**config.mk**
```make
export PLATFORM = sky130hd
export DESIGN_NAME = aik_sqrt_cell
export DESIGN_NICKNAME = d
export VERILOG_FILES = /design/src/rtl/arm_inverse_kinematics_core_macros.svh /design/src/rtl/aik_pkg.sv /design/src/rtl/aik_sqrt_cell.sv
export SDC_FILE = /design/constraint.sdc
export NUM_CORES = 1
export LEC_CHECK = 0
export ABC_AREA = 1
export CAP_MARGIN = 20
export CORE_UTILIZATION = 30
export DETAILED_ROUTE_END_ITERATION = 8
export DONT_BUFFER_PORTS = 1
export GPL_TIMING_DRIVEN = 0
export HOLD_SLACK_MARGIN = 0.03
export RECOVER_POWER = 25
export SETUP_SLACK_MARGIN = 0.4
export SLEW_MARGIN = 20
export SYNTH_ARGS = -nofsm -noshare
export SYNTH_HDL_FRONTEND = slang
export SYNTH_SLANG_ARGS = --single-unit
```
**constraint.sdc**
```tcl
create_clock -name clk -period 24.5 [get_ports clk]
set_input_delay 4.9 -clock clk [delete_from_list [all_inputs] [get_ports clk]]
set_output_delay 4.9 -clock clk [all_outputs]
set_load 0.05 [all_outputs]
```
**src/rtl/arm_inverse_kinematics_core_macros.svh**
```systemverilog
// ----------------------------------------------------------------------------
// Assertion macros for the arm inverse kinematics core
// Clocked on clk, disabled while rst_n is low.
// ----------------------------------------------------------------------------
`ifndef ARM_INVERSE_KINEMATICS_CORE_MACROS_SVH
`define ARM_INVERSE_KINEMATICS_CORE_MACROS_SVH

// same-cycle implication
`define AIK_IMPLY(lbl, ante, cons) \
    lbl: assert property (@(posedge clk) disable iff (!rst_n) (ante) |-> (cons)) \
        else $error("aik: same-cycle check failed");

// next-cycle implication
`define AIK_NEXT(lbl, ante, cons) \
    lbl: assert property (@(posedge clk) disable iff (!rst_n) (ante) |=> (cons)) \
        else $error("aik: next-cycle check failed");

`endif

```
**src/rtl/aik_pkg.sv**
```systemverilog
// ----------------------------------------------------------------------------
// aik_pkg
// Widths, constants, item types and helper functions of the IK core.
// ----------------------------------------------------------------------------
package aik_pkg;

    localparam int POS_W        = 18;
    localparam int MODE_W       = 2;
    localparam int LEN_W        = 16;
    localparam int ANG_OUT_W    = 17;
    localparam int CFG_IDX_W    = 2;
    localparam int VEC_W        = 38;
    localparam int ACC_W        = 27;
    localparam int ANG_W        = 30;
    localparam int SQ_W         = 64;
    localparam int SQRT_STEPS   = 32;
    localparam int CORDIC_STEPS = 16;
    localparam int STEP_W       = 5;
    localparam int LANES        = 4;

    // lane order in the CORDIC chain
    localparam int LANE_BASE  = 0;
    localparam int LANE_ALPHA = 1;
    localparam int LANE_GAMMA = 2;
    localparam int LANE_BETA  = 3;

    // register indexes
    localparam logic [CFG_IDX_W-1:0] REG_UPPER = 2'd0;
    localparam logic [CFG_IDX_W-1:0] REG_LOWER = 2'd1;

    // gripper poses
    localparam logic [MODE_W-1:0] GRIP_DOWN  = 2'd1;
    localparam logic [MODE_W-1:0] GRIP_LEVEL = 2'd2;

    localparam logic [LEN_W-1:0] UPPER_RESET = 16'd13763;
    localparam logic [LEN_W-1:0] LOWER_RESET = 16'd15073;

    // angles in units of 2^-16 degree
    localparam logic signed [ANG_W-1:0] DEG90      = 30'sd5898240;
    localparam logic signed [ANG_W-1:0] DEG180     = 30'sd11796480;
    localparam logic signed [ACC_W-1:0] ACC_DEG180 = 27'sd11796480;
    localparam logic signed [ANG_W-1:0] ROUND_HALF = 30'sd256;
    localparam logic signed [ANG_W-1:0] LIMIT_W    = 30'sd46080;
    localparam logic signed [ANG_OUT_W-1:0] OUT_LIMIT = 17'sd46080;

    typedef struct packed {
        logic signed [POS_W-1:0] x;
        logic signed [POS_W-1:0] y;
        logic signed [POS_W-1:0] z;
        logic [MODE_W-1:0]       mode;
        logic                    oor;
        logic signed [VEC_W-1:0] gdot;
        logic signed [VEC_W-1:0] bdot;
    } side_t;

    typedef struct packed {
        logic [SQ_W-1:0] p_rem;
        logic [SQ_W-1:0] p_res;
        logic [SQ_W-1:0] h_rem;
        logic [SQ_W-1:0] h_res;
        side_t           side;
    } sq_item_t;

    typedef struct packed {
        logic signed [VEC_W-1:0] cx;
        logic signed [VEC_W-1:0] cy;
        logic signed [ACC_W-1:0] acc;
        logic                    zero;
    } lane_t;

    typedef struct packed {
        lane_t [LANES-1:0] lane;
        logic [MODE_W-1:0] mode;
        logic              oor;
    } cd_item_t;

    // atan(2^-i) in units of 2^-16 degree
    function automatic logic signed [ACC_W-1:0] atan_of(input logic [STEP_W-1:0] i);
        logic signed [ACC_W-1:0] a;
        case (i)
            5'd0:    a = 27'sd2949120;
            5'd1:    a = 27'sd1740967;
            5'd2:    a = 27'sd919879;
            5'd3:    a = 27'sd466945;
            5'd4:    a = 27'sd234379;
            5'd5:    a = 27'sd117304;
            5'd6:    a = 27'sd58666;
            5'd7:    a = 27'sd29335;
            5'd8:    a = 27'sd14668;
            5'd9:    a = 27'sd7334;
            5'd10:   a = 27'sd3667;
            5'd11:   a = 27'sd1833;
            5'd12:   a = 27'sd917;
            5'd13:   a = 27'sd458;
            5'd14:   a = 27'sd229;
            5'd15:   a = 27'sd115;
            5'd16:   a = 27'sd57;
            5'd17:   a = 27'sd29;
            5'd18:   a = 27'sd14;
            5'd19:   a = 27'sd7;
            5'd20:   a = 27'sd4;
            5'd21:   a = 27'sd2;
            5'd22:   a = 27'sd1;
            default: a = '0;
        endcase
        return a;
    endfunction

    // fold into the right half-plane before vectoring
    function automatic lane_t lane_init(input logic signed [VEC_W-1:0] ny,
                                        input logic signed [VEC_W-1:0] nx);
        lane_t l;
        l.zero = (nx == '0) && (ny == '0);
        if (nx < 0)
        begin
            l.cx  = -nx;
            l.cy  = -ny;
            l.acc = (ny >= 0) ? ACC_DEG180 : -ACC_DEG180;
        end
        else
        begin
            l.cx  = nx;
            l.cy  = ny;
            l.acc = '0;
        end
        return l;
    endfunction

    // round to 1/128 degree and saturate
    function automatic logic signed [ANG_OUT_W-1:0] to_out(input logic signed [ANG_W-1:0] v);
        logic signed [ANG_W-1:0] sh;
        logic signed [ANG_OUT_W-1:0] r;
        sh = (v + ROUND_HALF) >>> 9;
        if (sh > LIMIT_W)
            r = OUT_LIMIT;
        else if (sh < -LIMIT_W)
            r = -OUT_LIMIT;
        else
            r = sh[ANG_OUT_W-1:0];
        return r;
    endfunction

endpackage

```
**src/rtl/aik_sqrt_cell.sv**
```systemverilog
// ----------------------------------------------------------------------------
// aik_sqrt_cell
// One digit of two integer square roots (area and horizontal reach).
// ----------------------------------------------------------------------------
module aik_sqrt_cell (
    input  logic                       clk,
    input  logic                       rst_n,
    input  logic [aik_pkg::STEP_W-1:0] step,
    input  logic                       in_valid,
    output logic                       in_ready,
    input  aik_pkg::sq_item_t          in_item,
    output logic                       out_valid,
    input  logic                       out_ready,
    output aik_pkg::sq_item_t          out_item
);
    import aik_pkg::*;

    logic            vld_reg;
    sq_item_t        item_reg;
    sq_item_t        item_next;
    logic [5:0]      sh;
    logic [SQ_W-1:0] bit_v, sum_p, sum_h;

    assign in_ready  = !vld_reg || out_ready;
    assign out_valid = vld_reg;
    assign out_item  = item_reg;

    // trial bit for this digit
    assign sh    = 6'd62 - {step, 1'b0};
    assign bit_v = {{(SQ_W-1){1'b0}}, 1'b1} << sh;
    assign sum_p = in_item.p_res + bit_v;
    assign sum_h = in_item.h_res + bit_v;

    // restoring digit step, both roots side by side
    always_comb
    begin
        item_next = in_item;
        if (in_item.p_rem >= sum_p)
        begin
            item_next.p_rem = in_item.p_rem - sum_p;
            item_next.p_res = (in_item.p_res >> 1) + bit_v;
        end
        else
            item_next.p_res = in_item.p_res >> 1;
        if (in_item.h_rem >= sum_h)
        begin
            item_next.h_rem = in_item.h_rem - sum_h;
            item_next.h_res = (in_item.h_res >> 1) + bit_v;
        end
        else
            item_next.h_res = in_item.h_res >> 1;
    end

    always_ff @(posedge clk or negedge rst_n)
    begin
        if (!rst_n)
            vld_reg <= 1'b0;
        else if (in_ready)
            vld_reg <= in_valid;
    end

    always_ff @(posedge clk)
    begin
        if (in_ready && in_valid)
            item_reg <= item_next;
    end

endmodule

```
### Word-level counts from Yosys, hierarchy flattened

Cells that the tools add are included.

* add/sub/neg operators: 7
* $mul: 0
* divide/modulo/power cells: 0
* $lt $le $gt $ge: 2
* eq/ne operators: 0
* shift-type cells: 1
* mux-type cells: 4
* bitwise logic cells: 0
* reduce and logical (&&, ||, !) cells: 3

Operators with widths (count)
* adder 63 x 64 -> 64 bit: 2
* adder 64 bit: 2
* >= comparator 64 bit: 2
* 2-to-1 mux 64 bit: 2
* subtractor 64 bit: 2
* 2-to-1 mux 63 bit: 2
* left shift 1 x 6 -> 64 bit (first input constant): 1
* subtractor 6 bit (first input constant): 1
* logical AND 1 bit: 1
* logical NOT 1 bit: 1
* logical OR 1 bit: 1

* register bits after elaboration: 390
* latch bits: 0
* bits in writable memories: 0
* memory bits (read-only): 0
* bits of input ports: 398
* output and inout port bits: 391
* word-level logic and storage cells: 31
* memories: 0

### Logic depth before layout (Yosys ltp)

* depth in word-level cells: 5
* mapped depth: 33
* gate-level depth less buffers: 31

### Worst setup path before layout

Ideal clock, no wire load.

* path type: input to register
* start point: in in_valid
* end point: reg item_reg, in the netlist out_item[0] (enable)
* setup time: 1268 ps
* arrival time: 23569 ps
* data required time: 23232 ps
* setup slack: -337 ps
* stages on the path: 2
* path buffers: 0
* cells stage by stage: inv_1 -> a21oi_1

* word-level cells in the longest chain between the ends: 1

Ends and longest elaborated chain
* from (decl): RTL line aik_sqrt_cell.sv:9 `input logic in_valid,`
* logical AND 1 bit: RTL line aik_sqrt_cell.sv:64 `if (in_ready && in_valid)`
* to (signal assigned): RTL line aik_sqrt_cell.sv:65 `item_reg <= item_next;`
* to (decl): RTL line aik_sqrt_cell.sv:19 `sq_item_t item_reg;`

No other way between the ends.
A chain may end at the register's enable or synchronous reset.

==> impl_metrics.yaml <==
status:
  status: "finished with violations"
  violations: "max-capacitance violations, max-slew violations"
timing:
  timing.final.crit_share_pct: 47.0
  unrepaired_setup_endpoints_after_global_routing: "false"
  fin_worst_skew_ns: 0.0213
  tightest_slew_margin_relative_to_the_limit_pct: -27.6
  setup_tns_ns: 0
  slew_viol_final: 22
  clock.fmax_mhz: 86.9
  finalWorstSetupSlack_ns: 12.99
  report.final.hold_viol_count: 0
  finalSetupViolations: 0
  worstMarginPinSlew_ns: 1.91
  final_critical_path_time_including_i_o_delays_and_setup_ns: 11.51
floorplanning:
  i_o_pin_count: 789
  floorplan.initialDensity_pct: 30.3
  dieHeight_um: 367
  fp.dieArea_sq_um: 134000
  fp-row-count: 133
  design.core.area_sq_um: 132000
  die_width_um: 367
synthesis:
  synth_enable_flop_cells: 389
  syn_avg_cell_area_sq_um: 6.48
  synth-main-ff-cell: "edfxtp_1"
  library_cell_occupying_the_most_area_in_the_post_synthesis_netlist: "edfxtp_1"
  syn_area_sq_um: 39900
  ys_top_cells_by_count: "nand2_1, inv_1, nor2_1"
  synthDominantCellAreaShare_pct: 29.3
  synth-async-reset-ratio_pct: 0.256
  synth_top_cells_by_area: "edfxtp_1, nand2_1, inv_1"
  synth_most_common_cell: "nand2_1"
  flip_flop_and_latch_count_after_synthesis: 390
  netlist-cell-type-count: 56
  yosys_warnings: 0
  synth.yosys.seq_area_share_pct: 29.4
  postSynthCellCount: 6151
  syn_nets: 6803
cts:
  clock_tree.root_cell: "clkbuf_16"
  postCtsSetupBuffers: 0
  clock_latency_ns: 0.66
  cts_hold_buf: 0
  number_of_gates_resized_after_cts: 0
  cts_num_sinks: 390
  cts_tree: "built"
  cts_buf_count: 46
  clock_tree.htree_level_count: 2
  clkTransAtPathRegs_ns: 0.06
  cts_max_path_buffers: 3
worst_hold_path:
  hp-class: "reg2reg"
  timing.hold.worst.start: "out_valid$_DFFE_PN0N_"
  worstHoldPathCells: 2
  min_delay_worst_endpoint: "out_valid$_DFFE_PN0N_"
place:
  place.detailed.instances: 7926
  place.port_buffers: 0
  finalWeightedCongestion: 1.03
  dp_area_sq_um: 42600
  place_worst_setup_slack_ns: 12.75
  hpwl_um: 187000
route:
  detailedRoute.firstPassIterationCount: 7
  drt-total-wl_um: 214000
  route.vias.total: 43095
  via_per_inst: 5.37
  detail_route.wl_per_cell_um: 26.7
  ant_nets: 0
  drt_first_iter_violations: 5340
  drc: 0
global_routing:
  number_of_antenna_violations_at_the_first_check_in_global_routing: 18
  globalRouteOverflowTotal: 0
  grt_pass1_wl_um: 294000
  largest_net_degree_at_the_start_of_global_routing: 28
  global_route.usage.total_pct: 30.7
  first_global_vias: 39455
power:
  ir_worst_vdd_uv: 45.4
  p_int_w: 0.00140
  power.total_w: 0.00239
  pwr_density_cell_nw_per_um2: 54.2
  sw_frac_of_total_pct: 41.5
  pwr-share-comb_pct: 27.6
  p_sw_w: 0.000990
  total_leakage_power_nw: 18.1
  part_of_the_power_in_registers_pct: 42.8
  p_clk_share_pct: 29.6
cells_and_area:
  area_used_by_multi_input_combinational_logic_sq_um: 24200
  flow.area_growth_from_synthesis_pct: 10.3
  fillCellCount: 14446
  final_net_count: 6871
  fin_cells: 8027
  postLayoutCellArea_sq_um: 44000
  post_route_cells_drive_above_1_share_pct: 3.88
  final-seq-area_sq_um: 11700
setup_path:
  worst_r2r_startpoint: "out_valid$_DFFE_PN0N_"
  worst_path_largest_cell_delay_ns: 0.86
  timing.critical_path.arrival_ns: 11.88
  crit_path_end_kind: "flip-flop"
  worst_path_required_ns: 24.87
  crit_family: "simple AND/OR/NAND/NOR gates"
  rrSetupSlack_ns: 18.27
  critical_path_cell_count: 25
  cpMostUsedCell: "nand2_1"
  start_kind: "primary input"
  critical-path-slowest-cell: "nor2_1"
  path_class: "in2reg"
  reg2reg_depth: 9
  r2r-end: "out_item[168]$_DFFE_PP_"
  cp.buffers_inverters: 3
  path_max_fanout: 10
flow_run:
  drv.max_cap_violation_count: 1
placed cells by master, fill, tap and decap left out, types with 19 or more instances in the layout:
cell type / n
nand2_1: 1816
inv_1: 912
nor2_1: 826
o21ai_0: 434
edfxtp_1: 389
a21oi_1: 344
nand3_1: 298
ha_1: 252
xnor2_1: 134
nor3_1: 99
nand3b_1: 90
xor2_1: 68
o21ai_1: 59
nand4_1: 58
clkbuf_16: 46
o21bai_1: 38
nand2_2: 29
inv_2: 28
a21o_1: 28
a31oi_1: 24
buf_6: 23
nor4_1: 23
a21boi_0: 23
buf_2: 19
power by group through the flow:
| stage | registers [W] | clock network, W | logic (W) |
|---|---|---|---|
| 3_5_place_dp | 0.00103 | 0 | 0.000643 |
| 6_report | 0.00102 | 0.000706 | 0.000659 |
| 4_1_cts | 0.00102 | 0.000723 | 0.000646 |
| 5_1_grt | 0.00102 | 0.000743 | 0.000706 |
| 2_1_floorplan | 0.00103 | 0 | 0.000398 |
| 3_3_place_gp | 0.00106 | 0 | 0.000631 |
state kept, by name, summed over array words and instances (netlist names):
register,count
out_item,389
out_valid,1
worst max-delay path by stage:
stage	start	to
3_5_place_dp	step[3]	out_item[297]$_DFFE_PP_
3_3_place_gp	out_ready	out_item[174]$_DFFE_PP_
4_1_cts	step[3]	out_item[297]$_DFFE_PP_
2_1_floorplan	out_ready	out_item[0]$_DFFE_PP_
6_report	step[3]	out_item[297]$_DFFE_PP_
5_1_grt	step[3]	out_item[206]$_DFFE_PP_
cell type report:
type	count	area share (%)
clock buffers	50	2.65
clock inverters	34	0.794
flip-flops and latches	390	26.6
plain buffers	57	1.01
diodes	17	0.0967
multi-input cells	4761	55.0
repair buffers	20	0.737
inverters	943	8.06
well taps	1755	4.99
through the flow:
stage               util (%)  hold slack (ns)
finish                  33.4             1.42
global route            33.4             1.54
CTS                     33.5             1.37
detailed placement      32.4             1.35
global placement        32.0             1.48
floorplan                  -             1.15
routing by layer:
metal	global-route usage [%]	up-vias	part of all wire, %	wire (um)
met1	43.5	20200	44	94500
met5	0	-	0.0042	9
met3	7.13	281	11	23100
met2	44.9	2323	41	88300
met4	11.1	2	3.9	8290
li1	-	20289	-	-
worst reg2reg max path, stage by stage (launching register included):
cell	delay, ns
dfrtp_1	0.62
a21oi_1	1.56
clkbuf_1	0.81
clkbuf_1	0.87
clkbuf_1	0.99
buf_16	0.27
buf_16	0.20
buf_16	0.21
buf_16	0.21
buf_16	0.21
cell families (layout without fill, tap and decap cells):
family / count (synthesis) / count (layout) / synth area share [%]
flops: 390 / 390 / 29.4
compound gates: 1020 / 1020 / 14.0
buf+inv: 1000 / 1104 / 10.0
fa+ha+maj: 254 / 254 / 8.01
xor+xnor: 202 / 202 / 4.44
other cells: 0 / 17 / 0
simple gates: 3285 / 3285 / 34.2
Note: power is estimated with default switching activity, not from simulation.
