[src/rtl/arm_inverse_kinematics_core_macros.svh]
// ----------------------------------------------------------------------------
// Assertion macros for the arm inverse kinematics core
// Clocked on clk, disabled while rst_n is low.
// ----------------------------------------------------------------------------
`ifndef ARM_INVERSE_KINEMATICS_CORE_MACROS_SVH
`define ARM_INVERSE_KINEMATICS_CORE_MACROS_SVH

// same-cycle implication
`define AIK_IMPLY(lbl, ante, cons) \
    lbl: assert property (@(posedge clk) disable iff (!rst_n) (ante) |-> (cons)) \
        else $error("aik: same-cycle check failed");

// next-cycle implication
`define AIK_NEXT(lbl, ante, cons) \
    lbl: assert property (@(posedge clk) disable iff (!rst_n) (ante) |=> (cons)) \
        else $error("aik: next-cycle check failed");

`endif

[src/rtl/aik_pkg.sv]
// ----------------------------------------------------------------------------
// aik_pkg
// Widths, constants, item types and helper functions of the IK core.
// ----------------------------------------------------------------------------
package aik_pkg;

    localparam int POS_W        = 18;
    localparam int MODE_W       = 2;
    localparam int LEN_W        = 16;
    localparam int ANG_OUT_W    = 17;
    localparam int CFG_IDX_W    = 2;
    localparam int VEC_W        = 38;
    localparam int ACC_W        = 27;
    localparam int ANG_W        = 30;
    localparam int SQ_W         = 64;
    localparam int SQRT_STEPS   = 32;
    localparam int CORDIC_STEPS = 16;
    localparam int STEP_W       = 5;
    localparam int LANES        = 4;

    // lane order in the CORDIC chain
    localparam int LANE_BASE  = 0;
    localparam int LANE_ALPHA = 1;
    localparam int LANE_GAMMA = 2;
    localparam int LANE_BETA  = 3;

    // register indexes
    localparam logic [CFG_IDX_W-1:0] REG_UPPER = 2'd0;
    localparam logic [CFG_IDX_W-1:0] REG_LOWER = 2'd1;

    // gripper poses
    localparam logic [MODE_W-1:0] GRIP_DOWN  = 2'd1;
    localparam logic [MODE_W-1:0] GRIP_LEVEL = 2'd2;

    localparam logic [LEN_W-1:0] UPPER_RESET = 16'd13763;
    localparam logic [LEN_W-1:0] LOWER_RESET = 16'd15073;

    // angles in units of 2^-16 degree
    localparam logic signed [ANG_W-1:0] DEG90      = 30'sd5898240;
    localparam logic signed [ANG_W-1:0] DEG180     = 30'sd11796480;
    localparam logic signed [ACC_W-1:0] ACC_DEG180 = 27'sd11796480;
    localparam logic signed [ANG_W-1:0] ROUND_HALF = 30'sd256;
    localparam logic signed [ANG_W-1:0] LIMIT_W    = 30'sd46080;
    localparam logic signed [ANG_OUT_W-1:0] OUT_LIMIT = 17'sd46080;

    typedef struct packed {
        logic signed [POS_W-1:0] x;
        logic signed [POS_W-1:0] y;
        logic signed [POS_W-1:0] z;
        logic [MODE_W-1:0]       mode;
        logic                    oor;
        logic signed [VEC_W-1:0] gdot;
        logic signed [VEC_W-1:0] bdot;
    } side_t;

    typedef struct packed {
        logic [SQ_W-1:0] p_rem;
        logic [SQ_W-1:0] p_res;
        logic [SQ_W-1:0] h_rem;
        logic [SQ_W-1:0] h_res;
        side_t           side;
    } sq_item_t;

    typedef struct packed {
        logic signed [VEC_W-1:0] cx;
        logic signed [VEC_W-1:0] cy;
        logic signed [ACC_W-1:0] acc;
        logic                    zero;
    } lane_t;

    typedef struct packed {
        lane_t [LANES-1:0] lane;
        logic [MODE_W-1:0] mode;
        logic              oor;
    } cd_item_t;

    // atan(2^-i) in units of 2^-16 degree
    function automatic logic signed [ACC_W-1:0] atan_of(input logic [STEP_W-1:0] i);
        logic signed [ACC_W-1:0] a;
        case (i)
            5'd0:    a = 27'sd2949120;
            5'd1:    a = 27'sd1740967;
            5'd2:    a = 27'sd919879;
            5'd3:    a = 27'sd466945;
            5'd4:    a = 27'sd234379;
            5'd5:    a = 27'sd117304;
            5'd6:    a = 27'sd58666;
            5'd7:    a = 27'sd29335;
            5'd8:    a = 27'sd14668;
            5'd9:    a = 27'sd7334;
            5'd10:   a = 27'sd3667;
            5'd11:   a = 27'sd1833;
            5'd12:   a = 27'sd917;
            5'd13:   a = 27'sd458;
            5'd14:   a = 27'sd229;
            5'd15:   a = 27'sd115;
            5'd16:   a = 27'sd57;
            5'd17:   a = 27'sd29;
            5'd18:   a = 27'sd14;
            5'd19:   a = 27'sd7;
            5'd20:   a = 27'sd4;
            5'd21:   a = 27'sd2;
            5'd22:   a = 27'sd1;
            default: a = '0;
        endcase
        return a;
    endfunction

    // fold into the right half-plane before vectoring
    function automatic lane_t lane_init(input logic signed [VEC_W-1:0] ny,
                                        input logic signed [VEC_W-1:0] nx);
        lane_t l;
        l.zero = (nx == '0) && (ny == '0);
        if (nx < 0)
        begin
            l.cx  = -nx;
            l.cy  = -ny;
            l.acc = (ny >= 0) ? ACC_DEG180 : -ACC_DEG180;
        end
        else
        begin
            l.cx  = nx;
            l.cy  = ny;
            l.acc = '0;
        end
        return l;
    endfunction

    // round to 1/128 degree and saturate
    function automatic logic signed [ANG_OUT_W-1:0] to_out(input logic signed [ANG_W-1:0] v);
        logic signed [ANG_W-1:0] sh;
        logic signed [ANG_OUT_W-1:0] r;
        sh = (v + ROUND_HALF) >>> 9;
        if (sh > LIMIT_W)
            r = OUT_LIMIT;
        else if (sh < -LIMIT_W)
            r = -OUT_LIMIT;
        else
            r = sh[ANG_OUT_W-1:0];
        return r;
    endfunction

endpackage

[src/rtl/aik_cordic_cell.sv]
// ----------------------------------------------------------------------------
// aik_cordic_cell
// One vectoring CORDIC iteration on all four angle lanes.
// ----------------------------------------------------------------------------
module aik_cordic_cell (
    input  logic                       clk,
    input  logic                       rst_n,
    input  logic [aik_pkg::STEP_W-1:0] step,
    input  logic                       in_valid,
    output logic                       in_ready,
    input  aik_pkg::cd_item_t          in_item,
    output logic                       out_valid,
    input  logic                       out_ready,
    output aik_pkg::cd_item_t          out_item
);
    import aik_pkg::*;

    logic                    vld_reg;
    cd_item_t                item_reg;
    cd_item_t                item_next;
    logic signed [ACC_W-1:0] ang;

    assign in_ready  = !vld_reg || out_ready;
    assign out_valid = vld_reg;
    assign out_item  = item_reg;
    assign ang       = atan_of(step);

    // rotate each lane towards the x axis
    always_comb
    begin
        item_next = in_item;
        for (int i = 0; i < LANES; i++)
        begin
            if (in_item.lane[i].cy > 0)
            begin
                item_next.lane[i].cx  = in_item.lane[i].cx + (in_item.lane[i].cy >>> step);
                item_next.lane[i].cy  = in_item.lane[i].cy - (in_item.lane[i].cx >>> step);
                item_next.lane[i].acc = in_item.lane[i].acc + ang;
            end
            else
            begin
                item_next.lane[i].cx  = in_item.lane[i].cx - (in_item.lane[i].cy >>> step);
                item_next.lane[i].cy  = in_item.lane[i].cy + (in_item.lane[i].cx >>> step);
                item_next.lane[i].acc = in_item.lane[i].acc - ang;
            end
        end
    end

    always_ff @(posedge clk or negedge rst_n)
    begin
        if (!rst_n)
            vld_reg <= 1'b0;
        else if (in_ready)
            vld_reg <= in_valid;
    end

    always_ff @(posedge clk)
    begin
        if (in_ready && in_valid)
            item_reg <= item_next;
    end

endmodule

[config.mk]
export PLATFORM = sky130hd
export DESIGN_NAME = aik_cordic_cell
export DESIGN_NICKNAME = d
export VERILOG_FILES = /design/src/rtl/arm_inverse_kinematics_core_macros.svh /design/src/rtl/aik_pkg.sv /design/src/rtl/aik_cordic_cell.sv
export SDC_FILE = /design/constraint.sdc
export NUM_CORES = 2
export LEC_CHECK = 0
export BUFFER_PORTS_ARGS = -buffer_cell sky130_fd_sc_hd__buf_2
export CORE_MARGIN = 2
export CORE_UTILIZATION = 35
export CTS_BUF_LIST = sky130_fd_sc_hd__clkbuf_4 sky130_fd_sc_hd__clkbuf_8
export CTS_CLUSTER_SIZE = 20
export DETAILED_ROUTE_END_ITERATION = 8
export HOLD_SLACK_MARGIN = 0.05
export PLACE_DENSITY = 0.64
export SLEW_MARGIN = 20
export SYNTH_ARGS = -nofsm -noshare
export SYNTH_HDL_FRONTEND = slang
export SYNTH_SLANG_ARGS = --single-unit
[constraint.sdc]
create_clock -name clk -period 13.35 [get_ports clk]
set_input_delay 0 -clock clk [delete_from_list [all_inputs] [get_ports clk]]
set_output_delay 0 -clock clk [all_outputs]
set_load 0.03 [all_outputs]
# After elaboration in Yosys (flattened, before gate mapping)
# Memory sizes are Yosys's and may differ from the RTL's.
# Cells that the tools add are included.
op_classes:
  add_sub_neg: 24
  mul: 0
  div: 0
  n_lt_le_gt_ge: 4
  eq_ne: 0
  n_shift: 8
  mux: 4
  n_bitwise: 0
  n_reduce_logical: 3
op_table:
  columns: ["op", "count"]
  rows:
  - ["2-to-1 mux 103 bit", 4]
  - ["adder 38 bit", 8]
  - [">>> shifter 38 x 5 -> 38 bit", 8]
  - ["subtractor 38 bit", 8]
  - ["greater-than comparator 38 x 1 -> 1 bit (second input constant)", 4]
  - ["adder 27 bit", 4]
  - ["subtractor 27 bit", 4]
  - ["logical AND 1 bit", 1]
  - ["logical NOT 1 bit", 1]
  - ["logical OR 1 bit", 1]
totals:
  register_bits: 420
  latch_bits: 0
  ramBits: 0
  mem_bits_ro: 704
  out_inout_bits: 421
  word_cells: 63
  memories: 1
memory_table:
  columns: ["memory", "depth", "width", "read_ports", "rd_clocked_by_memory_dff", "write_ports", "line_no", "source"]
  rows:
  - ["(no name shown)", 32, 22, 1, 0, 0, "aik_pkg.sv:80", "case (i)"]

# Logic depth before layout (Yosys ltp)
depth:
  depth_word: 3
  ltp_mapped: 36

# Worst setup path before layout
# No wires, ideal clock.
synth_timing:
  kind: "register to register"
  start: "reg vld_reg, in the netlist out_valid"
  end: "reg item_reg (netlist bit out_item[0]), enable pin"
  setup_ps: 834
  arrival_time_ps: 10330
  required_time_ps: 12516
  slack_ps: 2186
  stages_incl_launch_ff: 3
  path_buffers: 0
  period_less_slack_ps: 11164
  cell_sequence: "dfrtp_1 nand2b_1 and2_1"
synth_between:
  elab_chain_len: 3
synth_rtl:
  columns: ["element", "line_no", "source"]
  rows:
  - ["from (decl)", "aik_cordic_cell.sv:18", "logic vld_reg;"]
  - ["from (signal assigned)", "aik_cordic_cell.sv:54", "vld_reg <= in_valid;"]
  - ["logical NOT 1 bit", "aik_cordic_cell.sv:23", "assign in_ready = !vld_reg || out_ready;"]
  - ["logical OR 1 bit", "aik_cordic_cell.sv:23", null]
  - ["net in_ready", "aik_cordic_cell.sv:10", "output logic in_ready,"]
  - ["logical AND 1 bit", "aik_cordic_cell.sv:59", "if (in_ready && in_valid)"]
  - ["to (signal assigned)", "aik_cordic_cell.sv:60", "item_reg <= item_next;"]
  - ["to (decl)", "aik_cordic_cell.sv:19", "cd_item_t item_reg;"]
# The timed path passes the listed nets, and every way through them passes these cells.
# A chain may end at the register's enable or synchronous reset.

==> flow_metrics.tcl <==
set metrics [dict create \
    outcome "finished, final reports clean" \
    fill_cells 16600 \
    post_cts_buffers 0 \
    crit_path_end_kind "register" \
    slew-limit-headroom_pct 18.3 \
    ys.flop_type "edfxtp_1" \
    postRouteAntennaNets 0 \
    fin_skew_ns 0.0575 \
    placedCellCount 9303 \
    grt_pass1_vias 59900 \
    track_usage_pct 32.6 \
    die_h_um 418 \
    synth.net_count 7371 \
    finalSetupTns_ns 0 \
    grt_first_pass_wirelength_mm 420 \
    clock_sinks 420 \
    synth-edff-count 419 \
    cts_resized 0 \
    clk_pin_slew_ns 0.06 \
    critPathMaxFanout 120 \
    min_path_type "input pin to register" \
    grt_overflow 0 \
    drv_slew 0 \
    dp_hpwl_mm 233 \
    required_ns 13.99 \
    gp_congestion 1.02 \
    drc 0 \
    wl_mm 298 \
    drv_cap 0 \
    ys.warnings.count 0 \
    finalCriticalPeriod_ns 8.08 \
    grt_max_degree 130 \
    setup_viol 0 \
    core_area_mm2 0.171 \
    holdBufCountCts 672 \
    numCtsBuffers 86 \
    postSynthAreaPerCell_um2 9.23 \
    io_pins 849 \
    ir_drop_uv 101 \
    synthArstFlopShare_pct 0.238 \
    root_buffer "clkbuf_8" \
    syn-instance-count 6509 \
    cp.arrival_ns 8.72 \
    tightest_slew_ns 1.22 \
    max_freq_mhz 124 \
    antenna_found_initial 63 \
    hold_viol 0 \
    finalNetCount 8693 \
    die-width_um 418 \
    clk_latency_ns 0.90 \
    drtIter0Drc 7315 \
    rsz0062_at_grt "no" \
    drive_gt1_share_pct 21.7 \
    wire_per_inst_um 29.3 \
    power_density_mw_per_mm2 117 \
    yosysSeqAreaShare_pct 21.0 \
    yosysUniqueCellTypes 121 \
    p_leak_nw 30.2 \
    netlist_area_mm2 0.0601 \
    via_count 63100 \
    crit_type "input pin to register" \
    viasPerCell 6.20 \
    worstSetupStartpointType "input pin" \
    syn_to_final_growth_pct 23.8 \
    ys_ff_latch 420 \
    cts_tree "built" \
    post-route-period-util_pct 60.5 \
    drt_first_pass_iters 7 \
    cts_buffer_depth 3 \
    fin_cells 10200 \
    design.die.area_mm2 0.175 \
    rows 152 \
    start_util_pct 35.1 \
    h-tree-depth 3 \
    portBuffers 848 \
]
[placed cells by master (no fill, tap or decap), types with 39 or more instances in the layout]
| master | n |
|---|---|
| a21o_1 | 177 |
| a21oi_1 | 565 |
| mux4_2 | 378 |
| edfxtp_1 | 419 |
| nand4_1 | 52 |
| mux2_2 | 112 |
| inv_1 | 160 |
| clkbuf_8 | 90 |
| a211oi_1 | 56 |
| xnor2_1 | 419 |
| o21bai_1 | 53 |
| mux2i_1 | 225 |
| nor2_1 | 502 |
| o21a_1 | 93 |
| o21ai_0 | 368 |
| o22ai_1 | 69 |
| nor4_1 | 45 |
| nor3_1 | 102 |
| dlygate4sd3_1 | 672 |
| xor2_1 | 224 |
| buf_2 | 844 |
| and3_1 | 64 |
| a31oi_1 | 85 |
| nand3_1 | 127 |
| ha_1 | 422 |
| diode_2 | 39 |
| buf_4 | 73 |
| nand2_1 | 568 |
| nor2b_1 | 58 |
| nand2b_1 | 73 |
| o211ai_1 | 47 |
| and2_1 | 55 |
[where the power goes]
| group | leakage (nW) | internal [W] | switching [W] |
|---|---|---|---|
| Sequential | 4.00 | 0.00188 | 0.000126 |
| Clock | 0.902 | 0.000777 | 0.000690 |
| Combinational | 25.3 | 0.00213 | 0.00311 |
[worst paths after layout]
path / start / end / slack (ns) / depth (start not counted)
min in group asynchronous: rst_n / out_valid / 0.53 / 4
worst max register to register: out_valid / out_item[50] / 10.25 / 4
worst min-delay path: in_item[260] / out_item[260] / 0.14 / 3
max in group asynchronous: rst_n / out_valid / 12.72 / 4
worst min register to register: out_valid / out_item[186] / 0.93 / 2
worst max-delay path: step[0] / out_item[134] / 5.27 / 24
[Yosys cell counts, types with 56 or more instances]
master | count | area share (%)
a211oi_1 | 56 | 0.70
a21o_1 | 177 | 2.2
a21oi_1 | 565 | 4.7
a31oi_1 | 86 | 0.90
and2_1 | 56 | 0.58
and3_1 | 64 | 0.67
buf_2 | 77 | 0.64
clkbuf_1 | 150 | 0.94
edfxtp_1 | 419 | 21
ha_1 | 422 | 8.8
inv_1 | 160 | 1.0
mux2_2 | 112 | 2.1
mux2i_1 | 225 | 3.7
mux4_2 | 378 | 14
nand2_1 | 570 | 3.6
nand2b_1 | 73 | 0.76
nand3_1 | 127 | 1.1
nor2_1 | 510 | 3.2
nor2b_1 | 62 | 0.65
nor3_1 | 105 | 0.87
o21a_1 | 93 | 1.2
o21ai_0 | 368 | 3.1
o22ai_1 | 69 | 0.72
xnor2_1 | 419 | 6.1
xor2_1 | 224 | 3.3
[final cells by class]
type	count	area, µm²	area share [%]
Timing Repair Buffer	1598	11700	15.7
Clock inverter	45	368	0.494
Inverter	165	639	0.859
Tap cell	2233	2790	3.76
Antenna cell	39	97.6	0.131
Clock buffer	111	1380	1.86
Sequential cell	420	12600	16.9
Multi-Input combinational cell	5560	44900	60.3
[cell families (layout without fill, tap and decap cells)]
logic type | Yosys count | after routing | synth area share [%]
AO/OA/AOI/OAI | 1922 | 1922 | 20.8
AND/OR/NAND/NOR | 1836 | 1836 | 14.7
multiplexers | 725 | 725 | 20.4
XOR/XNOR | 643 | 643 | 9.37
buffers and inverters | 529 | 1919 | 4.56
adder cells (fa/ha/maj) | 434 | 434 | 9.19
flip-flops | 420 | 420 | 21.0
other | 0 | 39 | 0
[critical path: stages]
cell and delay (ns):
buf_8 0.52, buf_12 0.63, inv_1 0.31, ha_1 0.47
mux4_2 0.49, a22oi_1 0.75, and3_1 0.37, and3_1 0.26
nor3b_2 0.75, nand3_1 0.31, nor2_1 0.36, nor2_1 0.17
a21oi_1 0.22, ha_1 0.31, a21o_1 0.19, a21o_1 0.17
a21oi_1 0.24, o21ai_0 0.19, o21bai_1 0.22, o41ai_1 0.51
o21bai_1 0.13, a21oi_1 0.19, xnor2_1 0.09, dlygate4sd3_1 0.54
[flip-flops by register name, indices dropped and copies added, names as in the netlist]
signal / flops
out_valid: 1
out_item: 419
[routing by layer]
layer  GRT usage (%)  part of all wire [%]
met1            41.1                    39
met3            7.07                   9.3
met2            50.3                    44
met4            21.3                   7.3
met5               0                 0.044
[per-stage QoR]
stage,hold slack [ns],setup slack (ns),util (%),area [µm²],power (W)
after floorplan,-0.296,2.19,-,60100,0.00517
after global placement,-0.226,5.26,38.5,65800,0.00657
after detailed placement,-0.225,5.17,38.5,65800,0.00658
after CTS,0.0545,5.60,43.4,74300,0.00864
after global routing,0.117,4.92,43.5,74400,0.00915
final,0.135,5.27,43.5,74400,0.00871
Note: power is estimated with default switching activity, not from simulation.
